<file path="config.mk">
export PLATFORM = sky130hd
export DESIGN_NAME = cbmm_ctrl
export DESIGN_NICKNAME = d
export VERILOG_FILES = /design/src/design/cbmm_pkg.sv /design/src/design/cbmm_ctrl.sv
export SDC_FILE = /design/constraint.sdc
export NUM_CORES = 1
export LEC_CHECK = 0
export BUFFER_PORTS_ARGS = -buffer_cell sky130_fd_sc_hd__buf_2
export CAP_MARGIN = 20
export CORE_AREA = 2 2 39 41
export DETAILED_ROUTE_END_ITERATION = 10
export DIE_AREA = 0 0 41 43
export GPL_TIMING_DRIVEN = 0
export PLACE_DENSITY_LB_ADDON = 0.12
export SLEW_MARGIN = 0
export SYNTH_ARGS = -nofsm -noshare
export SYNTH_HDL_FRONTEND = slang
export SYNTH_SLANG_ARGS = --single-unit
</file>
<file path="constraint.sdc">
create_clock -name i_clk -period 2.9 [get_ports i_clk]
set_input_delay 0.58 -clock i_clk [delete_from_list [all_inputs] [get_ports i_clk]]
set_output_delay 0.58 -clock i_clk [all_outputs]
set_load 0.01 [all_outputs]
</file>
<file path="src/design/cbmm_pkg.sv">
`timescale 1ns / 1ps
// ----------------------------------------------------------------------------
// cbmm_pkg
// widths, address constants and controller/datapath types
// ----------------------------------------------------------------------------
package cbmm_pkg;

    // stream word layouts
    localparam int IN_DATA_W  = 40;   // bank, offset_in_bank, write_value
    localparam int IN_USER_W  = 2;    // operation, word_size
    localparam int OUT_DATA_W = 168;  // target, read_value, cpu est, audio est
    localparam int OUT_USER_W = 4;    // region, covers_word, audio_port
    localparam int CFG_W      = 16;

    // work ram
    localparam int WORK_RAM_BYTES = 131072;
    localparam int WRAM_AW        = 17;
    localparam int WRAM_HALF_AW   = 16;
    localparam int WRAM_HALF_BYTES = WORK_RAM_BYTES / 2;
    localparam logic [WRAM_AW-1:0] WRAM_LAST_IDX = WRAM_AW'(WORK_RAM_BYTES - 1);

    // battery ram offset before reduction, and remainder step count
    localparam int OFF_W     = 19;
    localparam int DIV_CNT_W = 5;

    // address decode constants
    localparam logic [7:0]  BANK_WRAM_LO  = 8'h7e;
    localparam logic [7:0]  BANK_WRAM_HI  = 8'h7f;
    localparam logic [7:0]  BANK_LOW_END  = 8'h3f;
    localparam logic [7:0]  BANK_SRAM_A_LO = 8'h70;
    localparam logic [7:0]  BANK_SRAM_A_HI = 8'h7d;
    localparam logic [7:0]  BANK_SRAM_B_LO = 8'hf0;
    localparam logic [7:0]  BANK_SRAM_B_HI = 8'hfd;
    localparam logic [15:0] ADDR_HW_LO    = 16'h2000;
    localparam logic [15:0] ADDR_SRAM_LO  = 16'h6000;
    localparam logic [15:0] ADDR_ROM_LO   = 16'h8000;
    localparam logic [15:0] ADDR_APU_LO   = 16'h2140;
    localparam logic [15:0] ADDR_APU_HI   = 16'h217f;
    localparam logic [15:0] ADDR_LAST     = 16'hffff;

    localparam logic [63:0] PACE_STEP = 64'd256;

    typedef enum logic [1:0] {
        RGN_WRAM = 2'd0,
        RGN_HW   = 2'd1,
        RGN_SRAM = 2'd2,
        RGN_ROM  = 2'd3
    } t_region;

    typedef struct packed {
        logic load;      // latch a new access
        logic access;    // decode piece, work ram op or remainder start
        logic div_step;  // one remainder step
        logic sram_go;   // battery ram op
        logic emit;      // load the output word
    } t_cmd;

    typedef struct packed {
        logic is_sram;
        logic div_done;
        logic out_free;
        logic last;
    } t_status;

endpackage

</file>
<file path="src/design/cbmm_ctrl.sv">
`timescale 1ns / 1ps
// ----------------------------------------------------------------------------
// cbmm_ctrl
// sequencer for one access: decode, optional remainder, memory, emit
// ----------------------------------------------------------------------------
module cbmm_ctrl (
    input  logic              i_clk,
    input  logic              i_rst_n,
    input  logic              i_in_valid,
    output logic              o_in_ready,
    input  cbmm_pkg::t_status i_status,
    output cbmm_pkg::t_cmd    o_cmd
);
    import cbmm_pkg::*;

    typedef enum logic [2:0] {
        S_IDLE,
        S_ACCESS,
        S_DIV,
        S_SACC,
        S_EMIT
    } t_state;

    t_state r_state;
    t_state n_state;
    logic   r_in_ready;
    logic   accept;

    assign accept     = i_in_valid && r_in_ready;
    assign o_in_ready = r_in_ready;

    always_comb begin
        o_cmd          = '0;
        o_cmd.load     = (r_state == S_IDLE) && accept;
        o_cmd.access   = (r_state == S_ACCESS);
        o_cmd.div_step = (r_state == S_DIV) && !i_status.div_done;
        o_cmd.sram_go  = (r_state == S_SACC);
        o_cmd.emit     = (r_state == S_EMIT) && i_status.out_free;
    end

    always_comb begin
        n_state = r_state;
        case (r_state)
            S_IDLE: begin
                if (accept) n_state = S_ACCESS;
            end
            S_ACCESS: begin
                n_state = i_status.is_sram ? S_DIV : S_EMIT;
            end
            S_DIV: begin
                if (i_status.div_done) n_state = S_SACC;
            end
            S_SACC: begin
                n_state = S_EMIT;
            end
            S_EMIT: begin
                if (i_status.out_free) n_state = i_status.last ? S_IDLE : S_ACCESS;
            end
            default: begin
                n_state = S_IDLE;
            end
        endcase
    end

    always_ff @(posedge i_clk) begin
        if (!i_rst_n) begin
            r_state    <= S_IDLE;
            r_in_ready <= 1'b0;
        end else begin
            r_state    <= n_state;
            r_in_ready <= (n_state == S_IDLE);
        end
    end

endmodule

</file>
==> results of run 1 <==
worst reg2reg max path: cells and delay by family (launching register included):
family	cells	cell delay, ns
AOI/OAI and AO/OA	1	0.09
buffers and inverters	1	0.16
DFF	1	0.32
and+or+nand+nor	2	0.54
where the power goes:
group	internal (W)	switching, W	total, W
clock network	0.0000463	0.0000226	0.0000689
registers	0.0000594	0.00000228	0.0000617
logic	0.0000162	0.0000147	0.0000310
layout make-up:
| class | count | area (µm²) |
|---|---|---|
| Tap cell | 16 | 20.0 |
| Fill cell | 160 | 1030 |
| Timing Repair Buffer | 12 | 60.1 |
| Inverter | 1 | 3.75 |
| Multi-Input combinational cell | 18 | 148 |
| Buffer | 2 | 18.8 |
| Clock buffer | 3 | 22.5 |
| Sequential cell | 4 | 80.1 |
Yosys cell counts:
master	n
a21boi_2	1
a21oi_1	1
and3_1	1
and3b_1	1
and4b_1	1
buf_4	1
buf_6	1
dfxtp_1	4
inv_1	1
mux2i_1	1
nand2b_1	1
nand3b_1	2
nand4bb_1	1
nor2_1	1
nor3_1	1
nor3b_1	2
nor4_1	1
o211ai_2	1
o21a_1	1
or4b_4	1
registers in the layout, indices dropped and copies added, names as in the netlist:
register and cells:
o_in_ready 1, r_state 3
per-layer routing:
metal / global-route usage / vias to the layer above / part of all wire
met5: 0 / - / 0
met4: 0.100 / 0 / 0.030
met3: 0.0314 / 2 / 0.045
met2: 0.119 / 7 / 0.50
met1: 0.0772 / 111 / 0.43
li1: - / 124 / -
cells by family after synthesis:
family | after synthesis | share of synthesized area
buf+inv | 3 | 0.0900
simple gates | 13 | 0.405
mux | 1 | 0.0400
flops | 4 | 0.320
compound gates | 4 | 0.145
final timing paths:
path,end,cells past startpoint
setup reg to reg,o_in_ready,4
hold reg to reg,r_state[2],3
hold / removal,r_state[0],2
setup / recovery,o_cmd[4],4
cells in the final DEF, fill, tap and decap left out, types with 2 or more instances in the layout:
cell type / synthesis / layout
clkbuf_4: 0 / 3
nor3b_1: 2 / 2
dfxtp_1: 4 / 4
buf_2: 0 / 12
nand3b_1: 2 / 2
metrics by stage:
stage | cell area (µm²) | total power (W) | utilization | setup WS [ns] | hold WS [ns]
after global routing | 353 | 0.000172 | 0.255 | 0.977 | 0.607
after detailed placement | 330 | 0.0000940 | 0.239 | 1.30 | 0.613
after floorplan | 250 | 0.0000818 | - | 1.39 | 0.584
after global placement | 330 | 0.0000939 | 0.239 | 1.30 | 0.605
after CTS | 353 | 0.000166 | 0.255 | 1.06 | 0.595
final | 353 | 0.000162 | 0.255 | 1.07 | 0.601
==> impl_metrics.toml, run 1 <==
[yosys]
avgSynthCellArea_um2 = 10.0
syn_nets = 32
netlist_instances = 25
yosysWarnings = 0
ys_types = 20
synth_top_area_cell = "dfxtp_1"
ys_ff_latch = 4
yosysTopAreaCellShare = 0.320
ys_seq_area_frac = 0.320
syn-cell-area_um2 = 250
ys_top_cells_by_area = "dfxtp_1, nand3b_1, nor3b_1"

[timing]
max_freq_ghz = 0.548
tns_ns = 0
fin_crit_sh = 0.629
finalSetupViolCount = 0
maxSlewHeadroom = 0.858
rsz0062_at_grt = "no"
final_max_slew_viol_count = 0
finalHoldViolCount = 0
worst_pin_slew_ns = 0.212
fin_crit_ns = 1.83
skew_ns = 0.00541

[critical_path]
cp.arrival_ns = 1.25
criticalPathCategory = "flop to output pin"
path_buf_inv = 2
required_ns = 2.32
worstPathCellList = "buf_6 > nor2_1 > and4b_1 > buf_2"
rrSetupSlack_ns = 1.67
cp_max_fo = 8
crit_start = "r_state[0]"
critical-path-top-delay-family = "simple AND/OR/NAND/NOR gates"
slowest_delay_ns = 0.30
slowest_stage = "dfxtp_1"
cp-end-kind = "output pin"
timing.rr.start = "r_state[2]"
startpoint_type = "flop"

[clocking]
cts_max_level = 1
clk_pin_slew_ns = 0.03
cts_sinks = 4
worst_skew_pair.late_latency_ns = 0.24
numCtsBuffers = 3
postCtsSetupRepairBufs = 0
cts_hold_buf = 0
cts_resized = 0
cts.path.max_buffers = 2
clock-root-buffer = "clkbuf_4"
cts_tree = "done"

[global_route]
track_usage = 0.0833
grt_pass1_wl_um = 938
gr-total-overflow = 0
grt_max_degree = 11
antenna_found_initial = 0
grt_pass1_vias = 251

[route]
drc = 0
routedWlPerCell_um = 10.0
postRouteAntennaNets = 0
vias_per_cell = 4.36
firstDrtPassIters = 1
drt_iter0_drc = 0
routed_wl_um = 560
vias = 244

[layout]
area_growth_pct = 41.0
layout-drive-gt1-share = 0.500
num-nets-final = 49
diodes = 0
fin_cells = 56

[power]
p_leak_nw = 0.163
p_per_area_nw_per_um2 = 458
ir_worst_vdd_uv = 149

[placed_design]
dp_cells = 53
numPortBuffers = 12
gp_congestion = 0.665
dpl.hpwl_um = 457

[floorplan]
die_y_um = 43
initial_core_util = 0.181
dieWidth_um = 41
num_io_pins = 13
core_area_um2 = 1380
die-area_um2 = 1760
rows = 14

[run_status]
status = "finished clean"

[worst_hold_path]
holdCritPathClass = "input port to flop"
hold_start = "i_rst_n"

[run]
maxCapViolCount = 0
No activity file was read; power rests on OpenSTA's default activity.
==> run 2: changes to the inputs <==
- ABC_AREA: not set -> 1
- clock period: 2.9 -> 1.9 ns (I/O delays scaled with it)
==> run 2 against run 1 <==
Clock skew decreased by 0.0019 ns. Count of clock-buffer cells in the layout unchanged. Routed wire length down 0.89%. Area after synthesis down 4.5%. Via count up 20%. Combinational power rose by 60%. Largest power group unchanged. Global-route usage fell by 1.0 points. Register-to-register slack got worse by 0.75 ns. Final cell count rose by 25%.
==> impl_metrics.toml, run 2 <==
[clocking]
cts_max_level = 1
clock-root-buffer = "clkbuf_4"
cts_tree = "done"
clk_pin_slew_ns = 0.04
numCtsBuffers = 3
worst_skew_pair.late_latency_ns = 0.23
cts.path.max_buffers = 2
cts_sinks = 4
cts_hold_buf = 0
cts_resized = 0
postCtsSetupRepairBufs = 0

[layout]
layout_common_cells = "buf_2, inv_1, nand2_1"
final-seq-area_um2 = 80.1
fill_cells = 171
multi_input_area_um2 = 121
fin_cells = 70
num-nets-final = 63
largest_register_ffs = 3
layout-drive-gt1-share = 0.333
layout_commonest_cell = "buf_2"
diodes = 0
largest-register = "r_state"
area_growth_pct = 42.9

[power]
seqPwrFrac = 0.391
pwr-share-clk = 0.411
p_int_w = 0.000183
ir_worst_vdd_uv = 235
p_sw_frac = 0.270
p_per_area_nw_per_um2 = 734
switching_power_w = 0.0000677
p_leak_nw = 0.211
comb_power_share = 0.197

[global_route]
grt_pass1_wl_um = 848
grt_max_degree = 9
gr-total-overflow = 0
antenna_found_initial = 0
track_usage = 0.0731
grt_pass1_vias = 235

[yosys]
synth_common_cells = "inv_1, nand2_1, nor2_1"
syn-cell-area_um2 = 239
syn_nets = 46
synth_top_area_cell = "dfxtp_1"
ys_ff_latch = 4
synthFlopType = "dfxtp_1"
ys_seq_area_frac = 0.335
ys_top_cells_by_area = "dfxtp_1, inv_1, nand2_1"
async_reset_ff_frac = 0
netlist_instances = 39
synth_edf_count = 0
ys_types = 11
avgSynthCellArea_um2 = 6.13
yosysTopAreaCellShare = 0.335
yosysWarnings = 0

[timing]
rsz0062_at_grt = "no"
worst_pin_slew_ns = 0.209
final_max_slew_viol_count = 0
tns_ns = 0
fin_crit_ns = 1.51
max_freq_ghz = 0.662
finalHoldViolCount = 0
maxSlewHeadroom = 0.860
fin_crit_sh = 0.794
finalSetupViolCount = 0
skew_ns = 0.00349

[placed_design]
numPortBuffers = 12
dp_cells = 67
dpl.hpwl_um = 475
gp_congestion = 0.622

[floorplan]
core_area_um2 = 1380
dieWidth_um = 41
die-area_um2 = 1760
initial_core_util = 0.173
num_io_pins = 13
rows = 14
die_y_um = 43

[route]
firstDrtPassIters = 2
drc = 0
routedWlPerCell_um = 7.93
postRouteAntennaNets = 0
vias_per_cell = 4.17
routed_wl_um = 555
drt_iter0_drc = 2
vias = 292

[critical_path]
criticalPathCategory = "flop to output pin"
slowest_stage = "dfxtp_1"
path_buf_inv = 2
cp.arrival_ns = 1.13
required_ns = 1.52
cp-end-kind = "output pin"
startpoint_type = "flop"
worstPathCellList = "nor2_1 > inv_1 > nor3_1 > buf_2"
critical-path-top-delay-family = "flip-flops"
cp_max_fo = 6
slowest_delay_ns = 0.35

[worst_hold_path]
holdCritPathClass = "input port to flop"

[run]
maxCapViolCount = 0

[run_status]
status = "finished clean"
## run 2: cell count changes after synthesis, sizes merged, moves of 2 or more
cell	delta
nor2	+4
inv	+9
nand3	+5
nand4	+4
nand2	+8
nor3b	-2
buf	-2
## run 2: power by group through the flow
stage | clock network, W | registers [W] | logic, W
3_3_place_gp | 0 | 0.0000996 | 0.0000515
4_1_cts | 0.000109 | 0.0000983 | 0.0000506
5_1_grt | 0.000111 | 0.0000996 | 0.0000570
3_5_place_dp | 0 | 0.0000996 | 0.0000504
2_1_floorplan | 0 | 0.000100 | 0.0000293
6_report | 0.000103 | 0.0000982 | 0.0000495
## run 2: path summary, 6_finish.rpt
kind,slack (ns),to,start,cells past startpoint
worst max-delay path,0.39,o_cmd[0],r_state[0],4
worst min-delay path,0.34,r_state[0],i_rst_n,3
worst max register to register,0.92,o_in_ready,r_state[0],4
worst min register to register,0.56,r_state[1],r_state[1],2
## run 2: kinds of logic after synthesis
family | Yosys count | share of synthesized area
simple gates | 24 | 0.487
buf+inv | 10 | 0.157
flops | 4 | 0.335
compound gates | 1 | 0.0209
## run 2: tightest hold or removal path, delay by kind of cell
kind	cells	cell delay (ns)
AND/OR/NAND/NOR	1	0.04
buffers and inverters	2	0.13
## run 2: layout make-up
cell class / instances / share of cell area
Clock buffer: 3 / 0.0659
Inverter: 10 / 0.110
Multi-Input combinational cell: 25 / 0.355
Sequential cell: 4 / 0.234
Tap cell: 16 / 0.0586
Timing Repair Buffer: 12 / 0.176
## run 2: routing by layer
metal	vias to the layer above	share of wire	GRT usage
met5	-	0	0
met4	0	0.025	0.0600
met3	2	0.065	0.0209
met2	7	0.47	0.103
met1	128	0.44	0.0863
li1	155	-	-
## run 2: through the flow
| stage | setup WS (ns) | utilization | hold slack [ns] | power, W | area (µm²) |
|---|---|---|---|---|---|
| global placement | 0.611 | 0.231 | 0.552 | 0.000151 | 319 |
| detailed placement | 0.640 | 0.231 | 0.550 | 0.000150 | 319 |
| CTS | 0.379 | 0.247 | 0.338 | 0.000258 | 342 |
| floorplan | 0.706 | - | 0.478 | 0.000129 | 239 |
| global route | 0.285 | 0.247 | 0.360 | 0.000268 | 342 |
| finish | 0.391 | 0.247 | 0.344 | 0.000251 | 342 |
==> run 3: changes to the inputs <==
- clock period: 1.9 -> 1.3 ns (I/O delays scaled with it)
==> run 3 against run 2 <==
Final cell count increased by 2.9%. Power increased by 52%. Sequential share of layout area decreased by 0.60 points. Highest routed layer unchanged. Non-clock buffer count increased by 2. Flip-flop and latch count unchanged. Register-to-register slack got worse by 0.57 ns. First-iteration DRC count decreased by 100%. Global-route usage unchanged. Critical path type unchanged.
==> impl_metrics.toml, run 3 (same netlist as run 2, synthesis figures left out) <==
[run_status]
status = "finished clean"

[route]
postRouteAntennaNets = 0
vias = 298
vias_per_cell = 4.14
routedWlPerCell_um = 8.00
drt_iter0_drc = 0
drc = 0
firstDrtPassIters = 1
routed_wl_um = 576

[layout]
largest-register = "r_state"
layout_commonest_cell = "buf_2"
final_util = 0.273
num-nets-final = 65
diodes = 0
layout_common_cells = "buf_2, nand2_1, inv_1"
fin_cells = 72
layout-drive-gt1-share = 0.464
largest_register_ffs = 3
area_growth_pct = 58.1

[clocking]
cts_tree = "done"
cts.path.max_buffers = 2
cts_max_level = 1
cts_sinks = 4
clk_pin_slew_ns = 0.04
numCtsBuffers = 3
cts_hold_buf = 0
clock-root-buffer = "clkbuf_4"
worst_skew_pair.late_latency_ns = 0.23

[floorplan]
rows = 14
dieWidth_um = 41
die-area_um2 = 1760
core_area_um2 = 1380
num_io_pins = 13
die_y_um = 43
initial_core_util = 0.173

[critical_path]
slowest_stage = "dfxtp_4"
cp.arrival_ns = 1.03
cp-end-kind = "output pin"
slowest_delay_ns = 0.35
cp_max_fo = 4
criticalPathCategory = "flop to output pin"
startpoint_type = "flop"
required_ns = 1.04
worstPathCellList = "nor2_4 > inv_2 > nor3_2 > buf_2"

[global_route]
antenna_found_initial = 0
grt_pass1_vias = 243
grt_max_degree = 9
track_usage = 0.0731
grt_pass1_wl_um = 862
gr-total-overflow = 0

[timing]
finalHoldViolCount = 0
maxSlewHeadroom = 0.912
final_max_slew_viol_count = 0
rsz0062_at_grt = "yes"
fin_crit_sh = 0.992
skew_ns = 0.00342
max_freq_ghz = 0.775
tns_ns = 0
fin_crit_ns = 1.29
worst_pin_slew_ns = 0.132
whs_ns = 0.223
finalSetupViolCount = 0

[worst_hold_path]
holdCritPathClass = "input port to flop"

[placed_design]
gp_congestion = 0.622
dp_cells = 67
numPortBuffers = 12
dpl.hpwl_um = 475

[power]
p_sw_frac = 0.274
seqPwrFrac = 0.380
pwr-share-clk = 0.395
comb_power_share = 0.224
p_per_area_nw_per_um2 = 1010
switching_power_w = 0.000104
ir_worst_vdd_uv = 349
power_w = 0.000381
p_leak_nw = 0.225
p_int_w = 0.000277

[run]
maxCapViolCount = 0
==> run 3: cell types whose count changed in the layout (fill, tap and decap cells not counted), sizes merged <==
| cell | previous run | this run |
|---|---|---|
| buf | 12 | 14 |
==> run 3: path summary, 6_finish.rpt <==
path | from | endpoint | slack, ns | depth (start not counted)
hold / removal | i_rst_n | r_state[0] | 0.22 | 3
hold reg to reg | r_state[1] | r_state[1] | 0.55 | 2
setup / recovery | r_state[0] | o_cmd[0] | 0.01 | 4
setup reg to reg | r_state[0] | o_in_ready | 0.35 | 6
==> run 3: metal layers <==
layer  global-route usage  routed length (µm)  up-vias
met3               0.0209                  36        2
met1               0.0831                 251      129
li1                     -                   -      160
met5                    0                   0        -
met2                0.106                 273        7
met4               0.0600                  14        0
==> run 3: final cells by class <==
type / count / area (µm²)
clock buffers: 3 / 22.5
fillers: 169 / 1010
inverters: 10 / 40.0
multi-input cells: 25 / 134
flip-flops and latches: 4 / 86.3
well taps: 16 / 20.0
repair buffers: 14 / 75.1
==> run 3: power by group through the flow <==
stage | clock network, W | registers (W) | logic [W]
floorplan | 0 | 0.000146 | 0.0000428
global placement | 0 | 0.000146 | 0.0000753
detailed placement | 0 | 0.000146 | 0.0000737
CTS | 0.000160 | 0.000144 | 0.0000844
global route | 0.000162 | 0.000147 | 0.0000960
finish | 0.000151 | 0.000145 | 0.0000855
==> run 3: worst max-delay path, delay by kind of cell (launching register included) <==
| family | cells | cell delay [ns] |
|---|---|---|
| and+or+nand+nor | 2 | 0.25 |
| DFF | 1 | 0.35 |
| buffers and inverters | 2 | 0.19 |
==> run 3: timing repair <==
item	CTS	global route
gates resized for setup	5	4
pin swaps	1	1
buffers inserted	2	0
setup endpoints to repair	2	4
==> run 3: metrics by stage <==
stage	area [µm²]	worst slack (ns)
2_1_floorplan	239	0.226
3_3_place_gp	319	0.131
3_5_place_dp	319	0.160
4_1_cts	369	0.00147
5_1_grt	378	-0.0347
6_report	378	0.00985
